<file path="src/sv/smpf_pkg.sv">
`timescale 1ns / 1ps

package smpf_pkg;

  // record length limit and index width
  localparam int unsigned MAX_SAMPLES = 131072;
  localparam int unsigned IDX_W       = 17;
  localparam int unsigned FIELD_MAX_INT = 131071;
  localparam int unsigned INDEX_LIMIT_INT =
    (MAX_SAMPLES - 1 < FIELD_MAX_INT) ? (MAX_SAMPLES - 1) : FIELD_MAX_INT;
  localparam logic [IDX_W-1:0] INDEX_LIMIT = IDX_W'(INDEX_LIMIT_INT);
  localparam logic [IDX_W-1:0] FIELD_MAX   = IDX_W'(FIELD_MAX_INT);

  // sample and configuration widths
  localparam int unsigned SAMPLE_W  = 8;
  localparam int unsigned CFG_IDX_W = 8;
  localparam int unsigned CFG_DAT_W = 8;

  // register indexes
  localparam logic [CFG_IDX_W-1:0] CFG_LOW_LEVEL  = CFG_IDX_W'(0);
  localparam logic [CFG_IDX_W-1:0] CFG_HIGH_LEVEL = CFG_IDX_W'(1);

  // reset thresholds
  localparam logic [SAMPLE_W-1:0] LOW_LEVEL_RST  = SAMPLE_W'(112);
  localparam logic [SAMPLE_W-1:0] HIGH_LEVEL_RST = SAMPLE_W'(144);

  // schmitt trigger state, one-hot
  typedef enum logic [2:0] {
    TRIG_LOW     = 3'b001,
    TRIG_HIGH    = 3'b010,
    TRIG_UNKNOWN = 3'b100
  } trig_t;

  typedef struct packed {
    logic [SAMPLE_W-1:0] low_level;
    logic [SAMPLE_W-1:0] high_level;
  } thresh_t;

  typedef struct packed {
    logic             found;
    logic [IDX_W-1:0] center_index;
    logic [IDX_W-1:0] pulse_width;
    logic             pulse_high;
    logic [IDX_W-1:0] pulse_count;
  } result_t;

endpackage

</file>
<file path="src/sv/smpf_in_if.sv">
`timescale 1ns / 1ps

// sample stream
interface smpf_in_if;
  logic                          valid;
  logic                          ready;
  logic [smpf_pkg::SAMPLE_W-1:0] sample;
  logic                          last_sample;

  modport source (output valid, output sample, output last_sample, input ready);
  modport sink (input valid, input sample, input last_sample, output ready);
endinterface

</file>
<file path="src/sv/smpf_out_if.sv">
`timescale 1ns / 1ps

// per-record result stream
interface smpf_out_if;
  logic                       valid;
  logic                       ready;
  logic                       found;
  logic [smpf_pkg::IDX_W-1:0] center_index;
  logic [smpf_pkg::IDX_W-1:0] pulse_width;
  logic                       pulse_high;
  logic [smpf_pkg::IDX_W-1:0] pulse_count;

  modport source (output valid, output found, output center_index, output pulse_width,
                  output pulse_high, output pulse_count, input ready);
  modport sink (input valid, input found, input center_index, input pulse_width,
                input pulse_high, input pulse_count, output ready);
endinterface

</file>
<file path="src/sv/smpf_cfg_if.sv">
`timescale 1ns / 1ps

// register write channel
interface smpf_cfg_if;
  logic                           valid;
  logic                           ready;
  logic [smpf_pkg::CFG_IDX_W-1:0] index;
  logic [smpf_pkg::CFG_DAT_W-1:0] wdata;

  modport source (output valid, output index, output wdata, input ready);
  modport sink (input valid, input index, input wdata, output ready);
endinterface

</file>
<file path="src/sv/smpf_cfg_regs.sv">
`timescale 1ns / 1ps

module smpf_cfg_regs (
  input  logic              clk,
  input  logic              rst_n,
  smpf_cfg_if.sink          cfg,
  output smpf_pkg::thresh_t thresh
);

  smpf_pkg::thresh_t thresh_r;

  // writes are always taken
  assign cfg.ready = 1'b1;
  assign thresh    = thresh_r;

  // threshold registers
  always_ff @(posedge clk) begin
    if (!rst_n) begin
      thresh_r.low_level  <= smpf_pkg::LOW_LEVEL_RST;
      thresh_r.high_level <= smpf_pkg::HIGH_LEVEL_RST;
    end else if (cfg.valid) begin
      unique case (cfg.index)
        smpf_pkg::CFG_LOW_LEVEL:  thresh_r.low_level  <= cfg.wdata[smpf_pkg::SAMPLE_W-1:0];
        smpf_pkg::CFG_HIGH_LEVEL: thresh_r.high_level <= cfg.wdata[smpf_pkg::SAMPLE_W-1:0];
        default: ;
      endcase
    end
  end

endmodule

</file>
<file path="src/sv/smpf_run_tracker.sv">
`timescale 1ns / 1ps

module smpf_run_tracker (
  input  logic                          clk,
  input  logic                          rst_n,
  input  logic                          step_en,
  input  logic [smpf_pkg::SAMPLE_W-1:0] sample,
  input  logic                          last_sample,
  input  smpf_pkg::thresh_t             thresh,
  output smpf_pkg::result_t             res
);

  localparam int unsigned W = smpf_pkg::IDX_W;

  smpf_pkg::trig_t trig_r, trig_nxt, trig_new;
  logic [W-1:0]    start_r, start_nxt;
  logic            start_valid_r, start_valid_nxt;
  logic [W-1:0]    idx_r, idx_nxt;
  logic [W-1:0]    best_width_r, best_width_nxt, bw_post;
  logic [W-1:0]    best_center_r, best_center_nxt, bc_post;
  logic            best_valid_r, best_valid_nxt, bv_post;
  logic            best_pol_r, best_pol_nxt, bh_post;
  logic [W-1:0]    match_cnt_r, match_cnt_nxt, bn_post;

  logic         changed, known, close_run, was_high, better, tie;
  logic [W-1:0] w;

  // schmitt classification, high wins when the levels cross
  always_comb begin
    trig_new = trig_r;
    if (sample > thresh.high_level) begin
      trig_new = smpf_pkg::TRIG_HIGH;
    end else if (sample < thresh.low_level) begin
      trig_new = smpf_pkg::TRIG_LOW;
    end
  end

  // run closing and narrowest-run update
  always_comb begin
    changed   = (trig_new != trig_r);
    known     = (trig_r != smpf_pkg::TRIG_UNKNOWN);
    was_high  = (trig_r == smpf_pkg::TRIG_HIGH);
    close_run = changed && known && start_valid_r;
    w         = idx_r - start_r;
    better    = !best_valid_r || (w < best_width_r);
    tie       = (w == best_width_r) && (was_high == best_pol_r);

    bw_post = best_width_r;
    bc_post = best_center_r;
    bv_post = best_valid_r;
    bh_post = best_pol_r;
    bn_post = match_cnt_r;
    if (close_run) begin
      if (better) begin
        bw_post = w;
        bc_post = start_r + (w >> 1);
        bh_post = was_high;
        bn_post = W'(1);
        bv_post = 1'b1;
      end else if (tie && (match_cnt_r < smpf_pkg::FIELD_MAX)) begin
        bn_post = match_cnt_r + W'(1);
      end
    end
  end

  // result of the record as it stands after this sample
  assign res.found        = bv_post;
  assign res.center_index = bc_post;
  assign res.pulse_width  = bw_post;
  assign res.pulse_high   = bh_post;
  assign res.pulse_count  = bn_post;

  // next state, cleared at the end of a record
  always_comb begin
    trig_nxt        = trig_r;
    start_nxt       = start_r;
    start_valid_nxt = start_valid_r;
    idx_nxt         = idx_r;
    best_width_nxt  = best_width_r;
    best_center_nxt = best_center_r;
    best_valid_nxt  = best_valid_r;
    best_pol_nxt    = best_pol_r;
    match_cnt_nxt   = match_cnt_r;
    if (step_en) begin
      if (last_sample) begin
        trig_nxt        = smpf_pkg::TRIG_UNKNOWN;
        start_nxt       = '0;
        start_valid_nxt = 1'b0;
        idx_nxt         = '0;
        best_width_nxt  = '0;
        best_center_nxt = '0;
        best_valid_nxt  = 1'b0;
        best_pol_nxt    = 1'b0;
        match_cnt_nxt   = '0;
      end else begin
        if (changed) begin
          trig_nxt        = trig_new;
          start_nxt       = idx_r;
          start_valid_nxt = known;
        end
        if (idx_r < smpf_pkg::INDEX_LIMIT) begin
          idx_nxt = idx_r + W'(1);
        end
        best_width_nxt  = bw_post;
        best_center_nxt = bc_post;
        best_valid_nxt  = bv_post;
        best_pol_nxt    = bh_post;
        match_cnt_nxt   = bn_post;
      end
    end
  end

  // per-record state
  always_ff @(posedge clk) begin
    if (!rst_n) begin
      trig_r        <= smpf_pkg::TRIG_UNKNOWN;
      start_r       <= '0;
      start_valid_r <= 1'b0;
      idx_r         <= '0;
      best_width_r  <= '0;
      best_center_r <= '0;
      best_valid_r  <= 1'b0;
      best_pol_r    <= 1'b0;
      match_cnt_r   <= '0;
    end else begin
      trig_r        <= trig_nxt;
      start_r       <= start_nxt;
      start_valid_r <= start_valid_nxt;
      idx_r         <= idx_nxt;
      best_width_r  <= best_width_nxt;
      best_center_r <= best_center_nxt;
      best_valid_r  <= best_valid_nxt;
      best_pol_r    <= best_pol_nxt;
      match_cnt_r   <= match_cnt_nxt;
    end
  end

endmodule

</file>
<file path="src/sv/schmitt_min_pulse_finder.sv">
`timescale 1ns / 1ps

// Narrowest complete pulse finder: one 8-bit sample per transaction, in time order, with
// last_sample marking the end of a record. Samples pass a Schmitt trigger set by low_level
// and high_level (register 0 and 1); runs bounded by transitions on both sides are
// measured and the narrowest one (earliest on a tie) is reported with its centre, polarity
// and the number of equal runs, as one result per record. The block takes one sample every
// clock while its input side does not stall: a sample lands in an input register, and the
// tracker handles it from there in the step that, for a record's last sample, also loads
// the result register. The output register holds a result until taken; the input side
// only stalls when a record ends while the previous record's result still waits there.
// Sample indexes saturate at 131071.
module schmitt_min_pulse_finder (
  input  logic        clk,
  input  logic        rst_n,
  smpf_in_if.sink     in_ch,
  smpf_out_if.source  out_ch,
  smpf_cfg_if.sink    cfg_ch
);

  smpf_pkg::thresh_t thresh;
  smpf_pkg::result_t res;

  logic                          stg_valid_r;
  logic [smpf_pkg::SAMPLE_W-1:0] stg_sample_r;
  logic                          stg_last_r;
  logic                          stg_go, step_en, in_take;

  logic              out_valid_r;
  smpf_pkg::result_t out_res_r;

  // stage advance: only a record end needs a free output register
  assign stg_go      = !stg_last_r || !out_valid_r || out_ch.ready;
  assign step_en     = stg_valid_r && stg_go;
  assign in_ch.ready = !stg_valid_r || stg_go;
  assign in_take     = in_ch.valid && in_ch.ready;

  // input register
  always_ff @(posedge clk) begin
    if (!rst_n) begin
      stg_valid_r <= 1'b0;
    end else if (in_take) begin
      stg_valid_r <= 1'b1;
    end else if (step_en) begin
      stg_valid_r <= 1'b0;
    end
  end

  always_ff @(posedge clk) begin
    if (in_take) begin
      stg_sample_r <= in_ch.sample;
      stg_last_r   <= in_ch.last_sample;
    end
  end

  smpf_cfg_regs u_cfg (
    .clk    (clk),
    .rst_n  (rst_n),
    .cfg    (cfg_ch),
    .thresh (thresh)
  );

  smpf_run_tracker u_trk (
    .clk         (clk),
    .rst_n       (rst_n),
    .step_en     (step_en),
    .sample      (stg_sample_r),
    .last_sample (stg_last_r),
    .thresh      (thresh),
    .res         (res)
  );

  // result register
  always_ff @(posedge clk) begin
    if (!rst_n) begin
      out_valid_r <= 1'b0;
    end else if (step_en && stg_last_r) begin
      out_valid_r <= 1'b1;
    end else if (out_ch.ready) begin
      out_valid_r <= 1'b0;
    end
  end

  always_ff @(posedge clk) begin
    if (step_en && stg_last_r) begin
      out_res_r <= res;
    end
  end

  assign out_ch.valid        = out_valid_r;
  assign out_ch.found        = out_res_r.found;
  assign out_ch.center_index = out_res_r.center_index;
  assign out_ch.pulse_width  = out_res_r.pulse_width;
  assign out_ch.pulse_high   = out_res_r.pulse_high;
  assign out_ch.pulse_count  = out_res_r.pulse_count;

endmodule

</file>
<file path="src/flat_wrapper.sv">
// flat-port wrapper written by rule: the top's interface ports become plain ports
module schmitt_min_pulse_finder_flat 
  (clk, rst_n, in_ch_valid, in_ch_sample, in_ch_last_sample, in_ch_ready, out_ch_valid, out_ch_found, out_ch_center_index, out_ch_pulse_width, out_ch_pulse_high, out_ch_pulse_count, out_ch_ready, cfg_ch_valid, cfg_ch_index, cfg_ch_wdata, cfg_ch_ready);
  smpf_in_if in_ch_i ();
  smpf_out_if out_ch_i ();
  smpf_cfg_if cfg_ch_i ();
  input  logic clk;
  input  logic rst_n;
  input wire logic [$bits(in_ch_i.valid)-1:0] in_ch_valid;
  input wire logic [$bits(in_ch_i.sample)-1:0] in_ch_sample;
  input wire logic [$bits(in_ch_i.last_sample)-1:0] in_ch_last_sample;
  output wire logic [$bits(in_ch_i.ready)-1:0] in_ch_ready;
  output wire logic [$bits(out_ch_i.valid)-1:0] out_ch_valid;
  output wire logic [$bits(out_ch_i.found)-1:0] out_ch_found;
  output wire logic [$bits(out_ch_i.center_index)-1:0] out_ch_center_index;
  output wire logic [$bits(out_ch_i.pulse_width)-1:0] out_ch_pulse_width;
  output wire logic [$bits(out_ch_i.pulse_high)-1:0] out_ch_pulse_high;
  output wire logic [$bits(out_ch_i.pulse_count)-1:0] out_ch_pulse_count;
  input wire logic [$bits(out_ch_i.ready)-1:0] out_ch_ready;
  input wire logic [$bits(cfg_ch_i.valid)-1:0] cfg_ch_valid;
  input wire logic [$bits(cfg_ch_i.index)-1:0] cfg_ch_index;
  input wire logic [$bits(cfg_ch_i.wdata)-1:0] cfg_ch_wdata;
  output wire logic [$bits(cfg_ch_i.ready)-1:0] cfg_ch_ready;
  assign in_ch_i.valid = in_ch_valid;
  assign in_ch_i.sample = in_ch_sample;
  assign in_ch_i.last_sample = in_ch_last_sample;
  assign in_ch_ready = in_ch_i.ready;
  assign out_ch_valid = out_ch_i.valid;
  assign out_ch_found = out_ch_i.found;
  assign out_ch_center_index = out_ch_i.center_index;
  assign out_ch_pulse_width = out_ch_i.pulse_width;
  assign out_ch_pulse_high = out_ch_i.pulse_high;
  assign out_ch_pulse_count = out_ch_i.pulse_count;
  assign out_ch_i.ready = out_ch_ready;
  assign cfg_ch_i.valid = cfg_ch_valid;
  assign cfg_ch_i.index = cfg_ch_index;
  assign cfg_ch_i.wdata = cfg_ch_wdata;
  assign cfg_ch_ready = cfg_ch_i.ready;
  schmitt_min_pulse_finder u_core (.clk(clk), .rst_n(rst_n), .in_ch(in_ch_i), .out_ch(out_ch_i), .cfg_ch(cfg_ch_i));
endmodule
</file>
<file path="config.mk">
export PLATFORM = sky130hd
export DESIGN_NAME = schmitt_min_pulse_finder_flat
export DESIGN_NICKNAME = d
export VERILOG_FILES = /design/src/sv/smpf_pkg.sv /design/src/sv/smpf_in_if.sv /design/src/sv/smpf_out_if.sv /design/src/sv/smpf_cfg_if.sv /design/src/sv/smpf_cfg_regs.sv /design/src/sv/smpf_run_tracker.sv /design/src/sv/schmitt_min_pulse_finder.sv /design/src/flat_wrapper.sv
export SDC_FILE = /design/constraint.sdc
export NUM_CORES = 1
export LEC_CHECK = 0
export ABC_CLOCK_PERIOD_IN_PS = 5300
export BUFFER_PORTS_ARGS = -buffer_cell sky130_fd_sc_hd__buf_2
export CORE_MARGIN = 2
export CORE_UTILIZATION = 45
export DETAILED_ROUTE_END_ITERATION = 8
export SLEW_MARGIN = 25
export SYNTH_ARGS = -nofsm -noshare
export SYNTH_HDL_FRONTEND = slang
export SYNTH_SLANG_ARGS = --single-unit
</file>
<file path="constraint.sdc">
create_clock -name clk -period 5.3 [get_ports clk]
set_input_delay 0 -clock clk [delete_from_list [all_inputs] [get_ports clk]]
set_output_delay 0 -clock clk [all_outputs]
set_load 0.01 [all_outputs]
</file>
# --- Word-level counts from Yosys, hierarchy flattened ---
# Cells that the tools add are included.
op_classes:
  addsub: 4
  n_lt_le_gt_ge: 5
  eq_ne: 6
  n_mux: 30
  reduce_logical: 24
ops:
  columns: ["op", "n"]
  rows:
  - ["two-way mux 17 bit", 14]
  - ["adder 17 x 1 -> 17 bit, second input constant", 2]
  - ["< comparator 17 bit, second input constant", 2]
  - ["adder 17 x 16 -> 17 bit", 1]
  - ["equality test 17 bit", 1]
  - ["< comparator 17 bit", 1]
  - ["subtractor 17 bit", 1]
  - ["two-way mux 1 bit", 12]
  - ["two-way mux 3 bit", 4]
  - ["equality test 8 x 1 -> 1 bit, second input constant", 1]
  - ["greater-than comparator 8 bit", 1]
  - ["zero test 8 bit", 1]
  - ["< comparator 8 bit", 1]
  - ["AND reduction 2 bit", 4]
  - ["nonzero test 2 bit", 4]
  - ["logical AND 1 bit", 7]
  - ["zero test 1 bit", 4]
  - ["logical OR 1 bit", 4]
  - ["equality test 3 x 2 -> 1 bit, second input constant", 1]
  - ["inequality test 3 bit", 1]
  - ["inequality test 3 bit, second input constant", 1]
  - ["equality test 1 bit", 1]
word_totals:
  reg_bits: 171
  output_inout_bits: 56

# --- Logic depth before layout (Yosys ltp) ---
logic_depth:
  depth_word: 8
  ltp_mapped: 22
  depth_no_buf: 19

# --- Modules after synthesis ---
# A second synthesis with hierarchy kept.
hier_totals:
  hier_cells: 979
  hier_area_um2: 9426.5
by_module_without_submodules:
  columns: ["mod", "instances", "cells_each", "area_each_um2", "seq_area_each_um2"]
  rows:
  - ["smpf_run_tracker", 1, 832, 6764.0, 1821.7]
  - ["schmitt_min_pulse_finder", 1, 74, 1979.4, 1901.8]
  - ["smpf_cfg_regs", 1, 73, 683.2, 320.3]

# --- Worst setup path before layout ---
# No wires, ideal clock.
synth_path:
  path_kind: "flip-flop to flip-flop"
  startpoint: "register u_core.u_trk.idx_r[0]"
  endpoint: "register u_core.out_res_r (netlist bit u_core.out_ch.center_index[12]) (data pin)"
  setup_ns: 0.260
  arrival_ns: 4.269
  required_ns: 5.040
  path_slack_ns: 0.771
  stages_incl_launch_ff: 20
  path_buffers: 2
  path_cell_list: "dfxtp_1 > inv_1 > ha_1 > fa_1 > nor2b_1 > o31ai_1 > a211oi_1 > nor3_1 > o41ai_1 > a21oi_1 > xnor2_1 > ha_1 > nand4_1 > or3_1 > a21oi_1 > o31ai_4 > and3_1 > buf_2 > buf_2 > mux2_2"
synth_rtl:
  columns: ["element", "line", "text"]
  rows:
  - ["start, declared", "smpf_run_tracker.sv:18", "logic [W-1:0] idx_r, idx_nxt;"]
  - ["start signal, assigned", "smpf_run_tracker.sv:129", "idx_r <= idx_nxt;"]
  - ["end signal, assigned", "schmitt_min_pulse_finder.sv:86", "out_res_r <= res;"]
  - ["end, declared", "schmitt_min_pulse_finder.sv:30", "smpf_pkg::result_t out_res_r;"]

==> run_summary.xml <==
<?xml version="1.0" encoding="UTF-8"?>
<metrics>
  <group name="floorplan">
    <metric name="die-area" unit="mm²">0.0216</metric>
    <metric name="rows" unit="">52</metric>
    <metric name="die_height" unit="µm">147</metric>
    <metric name="floorplan.initialDensity" unit="%">45.6</metric>
    <metric name="floorplan.core_area" unit="mm²">0.0201</metric>
    <metric name="design.portCount" unit="">86</metric>
    <metric name="die_width" unit="µm">147</metric>
  </group>
  <group name="detailed_routing">
    <metric name="drt.antenna.violating_nets" unit="">0</metric>
    <metric name="via_per_inst" unit="">5.35</metric>
    <metric name="drt-total-wl" unit="µm">20500</metric>
    <metric name="drtPass1Iterations" unit="">5</metric>
    <metric name="dr_total_vias" unit="">7105</metric>
    <metric name="drc" unit="">0</metric>
    <metric name="drt_iter0_drc" unit="">368</metric>
    <metric name="wire_per_inst" unit="µm">15.5</metric>
  </group>
  <group name="global_route">
    <metric name="via_count_of_the_first_global_routing_pass" unit="">6752</metric>
    <metric name="grt_max_degree" unit="">54</metric>
    <metric name="grt-ovfl-total" unit="">0</metric>
    <metric name="grtUsageTotal" unit="%">19.5</metric>
    <metric name="antenna_violations_before_repair" unit="">0</metric>
    <metric name="wire_length_of_the_first_global_routing_pass" unit="µm">34000</metric>
  </group>
  <group name="timing">
    <metric name="timing.setup.tns" unit="ns">0</metric>
    <metric name="clock-skew-final" unit="ns">0.0136</metric>
    <metric name="max_freq" unit="MHz">204</metric>
    <metric name="layout_min_cycle_time" unit="ns">4.90</metric>
    <metric name="timing.final.setup_violations" unit="">0</metric>
    <metric name="maxSlewViolCount" unit="">0</metric>
    <metric name="worst_slew_pin_slew" unit="ns">1.03</metric>
    <metric name="unrepaired_setup_endpoints_after_global_routing" unit="">false</metric>
    <metric name="final_hold_viol_count" unit="">1</metric>
    <metric name="post-route-period-util" unit="%">92.4</metric>
    <metric name="worst_hold_slack" unit="ns">-0.00385</metric>
    <metric name="relSlewSlack" unit="%">31.4</metric>
  </group>
  <group name="power">
    <metric name="peakVddDrop" unit="mV">0.216</metric>
    <metric name="power.static_leakage" unit="nW">4.40</metric>
    <metric name="fin_total_pwr" unit="mW">2.85</metric>
    <metric name="power_density" unit="mW/mm²">264</metric>
  </group>
  <group name="worst_setup_path">
    <metric name="rr_endpoint" unit="">u_core.out_ch.pulse_count[3]</metric>
    <metric name="worst_r2r_path_depth" unit="">19</metric>
    <metric name="crit_path_cell_trace" unit="">inv_1 &gt; ha_1 &gt; fa_1 &gt; nor2b_1 &gt; o31ai_1 &gt; a211oi_1 &gt; nor3_1 &gt; o41ai_1 &gt; a21oi_1 &gt; xnor2_1 &gt; ha_1 &gt; nand4_1 &gt; or3_1 &gt; a311oi_4 &gt; and2_1 &gt; buf_4 &gt; nand4_1 &gt; xnor2_1 &gt; nor2_1</metric>
    <metric name="timing.critical_path.from_type" unit="">flop</metric>
    <metric name="cp_num_buf_inv" unit="">2</metric>
    <metric name="endpoint_kind" unit="">flop</metric>
    <metric name="cp_data_required_time" unit="ns">5.48</metric>
    <metric name="r2r_start" unit="">u_core.u_trk.idx_r[0]</metric>
    <metric name="crit_arrival" unit="ns">5.08</metric>
    <metric name="cp_slowest_stage_delay" unit="ns">0.44</metric>
    <metric name="path_class" unit="">flop to flop</metric>
    <metric name="crit_path_max_fanout" unit="">6</metric>
    <metric name="critical_path.top_delay_family" unit="">simple AND/OR/NAND/NOR gates</metric>
    <metric name="reg2reg_setup_slack" unit="ns">0.40</metric>
    <metric name="crit_slowest_cell" unit="">sky130_fd_sc_hd__or3_1</metric>
  </group>
  <group name="placed_design">
    <metric name="gp_weighted_congestion" unit="">0.851</metric>
    <metric name="buffer_ports.inserted" unit="">84</metric>
    <metric name="dp_hpwl" unit="µm">14700</metric>
    <metric name="detailed_place.area" unit="mm²">0.00992</metric>
  </group>
  <group name="clock_network">
    <metric name="ctsResizeCount" unit="">0</metric>
    <metric name="clockBufferDepth" unit="">2</metric>
    <metric name="tritoncts.num_buffers" unit="">17</metric>
    <metric name="htree_levels" unit="">4</metric>
    <metric name="clkSlewWorstSetupHoldPaths" unit="ns">0.07</metric>
    <metric name="root_buffer_master" unit="">sky130_fd_sc_hd__clkbuf_16</metric>
    <metric name="tritoncts" unit="">yes</metric>
    <metric name="worstSkewPairLatency" unit="ns">0.43</metric>
    <metric name="numClockSinks" unit="">171</metric>
  </group>
  <group name="synth">
    <metric name="number_of_instances_in_the_synthesized_netlist" unit="">933</metric>
    <metric name="synth_top_family_by_area" unit="">compound AO/OA/AOI/OAI gates</metric>
    <metric name="synth-edff-count" unit="">62</metric>
    <metric name="synth_xor_xnor_area_share" unit="%">5.06</metric>
    <metric name="yosysTopAreaCellShare" unit="%">23.8</metric>
    <metric name="synth-simple-area-share" unit="%">15.9</metric>
    <metric name="synth.distinct_cells" unit="">69</metric>
    <metric name="synth_compound_area_share" unit="%">18.0</metric>
    <metric name="mux_cell_area_share_after_synthesis" unit="%">2.89</metric>
    <metric name="synth_area" unit="mm²">0.00918</metric>
    <metric name="synthArstFlopShare" unit="%">0</metric>
    <metric name="post-synth-top-area-cell" unit="">sky130_fd_sc_hd__dfxtp_1</metric>
    <metric name="yosys.cell_count.top_type" unit="">sky130_fd_sc_hd__dfxtp_1</metric>
    <metric name="seq_area_frac_synth" unit="%">44.1</metric>
    <metric name="synthesized_netlist_net_count" unit="">1031</metric>
    <metric name="ys.warnings.count" unit="">0</metric>
    <metric name="ys_top_cells_by_area" unit="">sky130_fd_sc_hd__dfxtp_1 24%, sky130_fd_sc_hd__edfxtp_1 20%, sky130_fd_sc_hd__ha_1 9.0%</metric>
    <metric name="dominantRegCellSynth" unit="">sky130_fd_sc_hd__dfxtp_1</metric>
    <metric name="syn-mean-instance-area" unit="µm²">9.84</metric>
    <metric name="synth.top_cells.by_count" unit="">109 x sky130_fd_sc_hd__dfxtp_1, 96 x sky130_fd_sc_hd__nand2_1, 66 x sky130_fd_sc_hd__ha_1, 65 x sky130_fd_sc_hd__nor2_1, 63 x sky130_fd_sc_hd__inv_1</metric>
    <metric name="post_synth_adder_cell_area" unit="%">9.43</metric>
    <metric name="ys_seq_elements" unit="">171</metric>
  </group>
  <group name="layout">
    <metric name="n_antenna_cell" unit="">0</metric>
    <metric name="design_area" unit="mm²">0.0108</metric>
    <metric name="drive_above_1_share" unit="%">16.2</metric>
    <metric name="area.growth.synth_to_final" unit="%">17.6</metric>
    <metric name="layout.filler_cells" unit="">1802</metric>
    <metric name="finalNetCount" unit="">1144</metric>
  </group>
  <group name="hold_path">
    <metric name="worstHoldEndpoint" unit="">u_core.u_cfg.thresh[12]</metric>
    <metric name="worst_hold_path.num_cells" unit="">3</metric>
    <metric name="hold_path.class" unit="">input pin to flop</metric>
    <metric name="min_from" unit="">cfg_ch_index[0]</metric>
  </group>
  <group name="flow_run">
    <metric name="drv.max_cap_violation_count" unit="">0</metric>
  </group>
  <group name="run_status">
    <metric name="failing_checks" unit="">hold timing</metric>
    <metric name="run_status" unit="">finished, violations left</metric>
  </group>
</metrics>
## where the power goes
| part | switching [mW] | internal (mW) | total [mW] | leakage (nW) |
|---|---|---|---|---|
| clock | 0.553 | 0.754 | 1.31 | 0.297 |
| sequential | 0.0106 | 1.37 | 1.38 | 1.46 |
| combinational | 0.0953 | 0.0617 | 0.157 | 2.65 |
| total | 0.659 | 2.19 | 2.85 | 4.40 |
## metrics by stage
step / cells / setup WS (ns) / hold slack (ns) / utilization, %
finish: 1329 / 0.402 / -0.00385 / 53.7
global route: 1329 / 0.0279 / 0.0119 / 53.7
CTS: 1327 / 0.355 / 0.128 / 53.5
detailed placement: 1272 / 0.384 / 0.178 / 49.4
global placement: 1272 / 0.528 / 0.177 / 49.3
floorplan: 933 / 0.771 / 0.0989 / -
## worst max path at each step
stage / startpoint / end / slack [ns] / depth (start not counted)
final: u_core.u_trk.idx_r[0] / u_core.out_ch.pulse_count[3] / 0.40 / 19
after global routing: u_core.u_trk.idx_r[0] / u_core.u_trk.match_cnt_r[12] / 0.03 / 19
after CTS: u_core.u_trk.idx_r[0] / u_core.u_trk.match_cnt_r[12] / 0.35 / 19
after detailed placement: u_core.u_trk.idx_r[0] / u_core.u_trk.match_cnt_r[12] / 0.38 / 19
after global placement: u_core.u_trk.idx_r[0] / u_core.u_trk.match_cnt_r[12] / 0.53 / 19
after floorplan: u_core.u_trk.idx_r[0] / u_core.out_ch.center_index[12] / 0.77 / 19
## cells in the final DEF, fill, tap and decap left out, types with 27 or more instances in the layout
cell	netlist	final
sky130_fd_sc_hd__buf_2	16	84
sky130_fd_sc_hd__a22o_1	51	51
sky130_fd_sc_hd__edfxtp_1	62	62
sky130_fd_sc_hd__nand2_1	96	96
sky130_fd_sc_hd__inv_1	63	62
sky130_fd_sc_hd__dfxtp_1	109	109
sky130_fd_sc_hd__o21ai_0	46	46
sky130_fd_sc_hd__ha_1	66	66
sky130_fd_sc_hd__nand3_1	33	33
sky130_fd_sc_hd__xor2_1	27	27
sky130_fd_sc_hd__a21oi_1	43	43
sky130_fd_sc_hd__nor2_1	65	64
## tightest hold or removal path: cells and delay by family
| kind | cells | cell delay [ns] |
|---|---|---|
| buffers and inverters | 1 | 0.09 |
| AO/OA/AOI/OAI | 1 | 0.17 |
| AND/OR/NAND/NOR | 1 | 0.12 |
## timing repair
| item | 4_1_cts | 5_1_grt |
|---|---|---|
| setup buffers | 0 | 2 |
| hold buffers | 23 | 0 |
| hold endpoints to repair | 29 | 0 |
| endpoints found under the setup margin | 0 | 4 |
## final cells by class
type | count | area (µm²) | share of cell area (%)
Timing Repair Buffer | 126 | 843 | 7.81
Sequential cell | 171 | 4040 | 37.5
Multi-Input combinational cell | 666 | 4720 | 43.7
Tap cell | 270 | 338 | 3.13
Inverter | 64 | 240 | 2.23
Clock buffer | 18 | 429 | 3.98
Clock inverter | 14 | 181 | 1.68
## routing by layer
metal,track usage (%),up-vias,share of wire [%]
met4,4.32,0,1.0
met1,28.9,3327,52
met5,0,-,0
li1,-,3614,-
met2,29.8,148,44
met3,3.35,16,3.7
## flip-flops by register name, summed over array words and instances, names as in the netlist
register,count
u_core.out_ch.center_index,17
u_core.out_ch.pulse_count,17
u_core.out_ch.pulse_width,17
u_core.u_trk.best_center_r,17
u_core.u_trk.best_width_r,17
u_core.u_trk.idx_r,17
u_core.u_trk.match_cnt_r,17
u_core.u_trk.start_r,17
u_core.u_cfg.thresh,16
u_core.stg_sample_r,8
u_core.u_trk.trig_r,3
u_core.out_ch.found,1
u_core.out_ch.pulse_high,1
u_core.out_ch.valid,1
u_core.stg_last_r,1
u_core.stg_valid_r,1
u_core.u_trk.best_pol_r,1
u_core.u_trk.best_valid_r,1
u_core.u_trk.start_valid_r,1
## logic make-up (layout without fill, tap and decap cells)
family                   after synthesis  count (layout)
multiplexers                          25              25
XOR/XNOR                              53              53
AND/OR/NAND/NOR                      288             288
adder cells (fa/ha/maj)               68              68
other                                  1               1
buffers and inverters                 96             222
AO/OA/AOI/OAI                        231             231
flip-flops                           171             171
No activity file was read; power rests on OpenSTA's default activity.
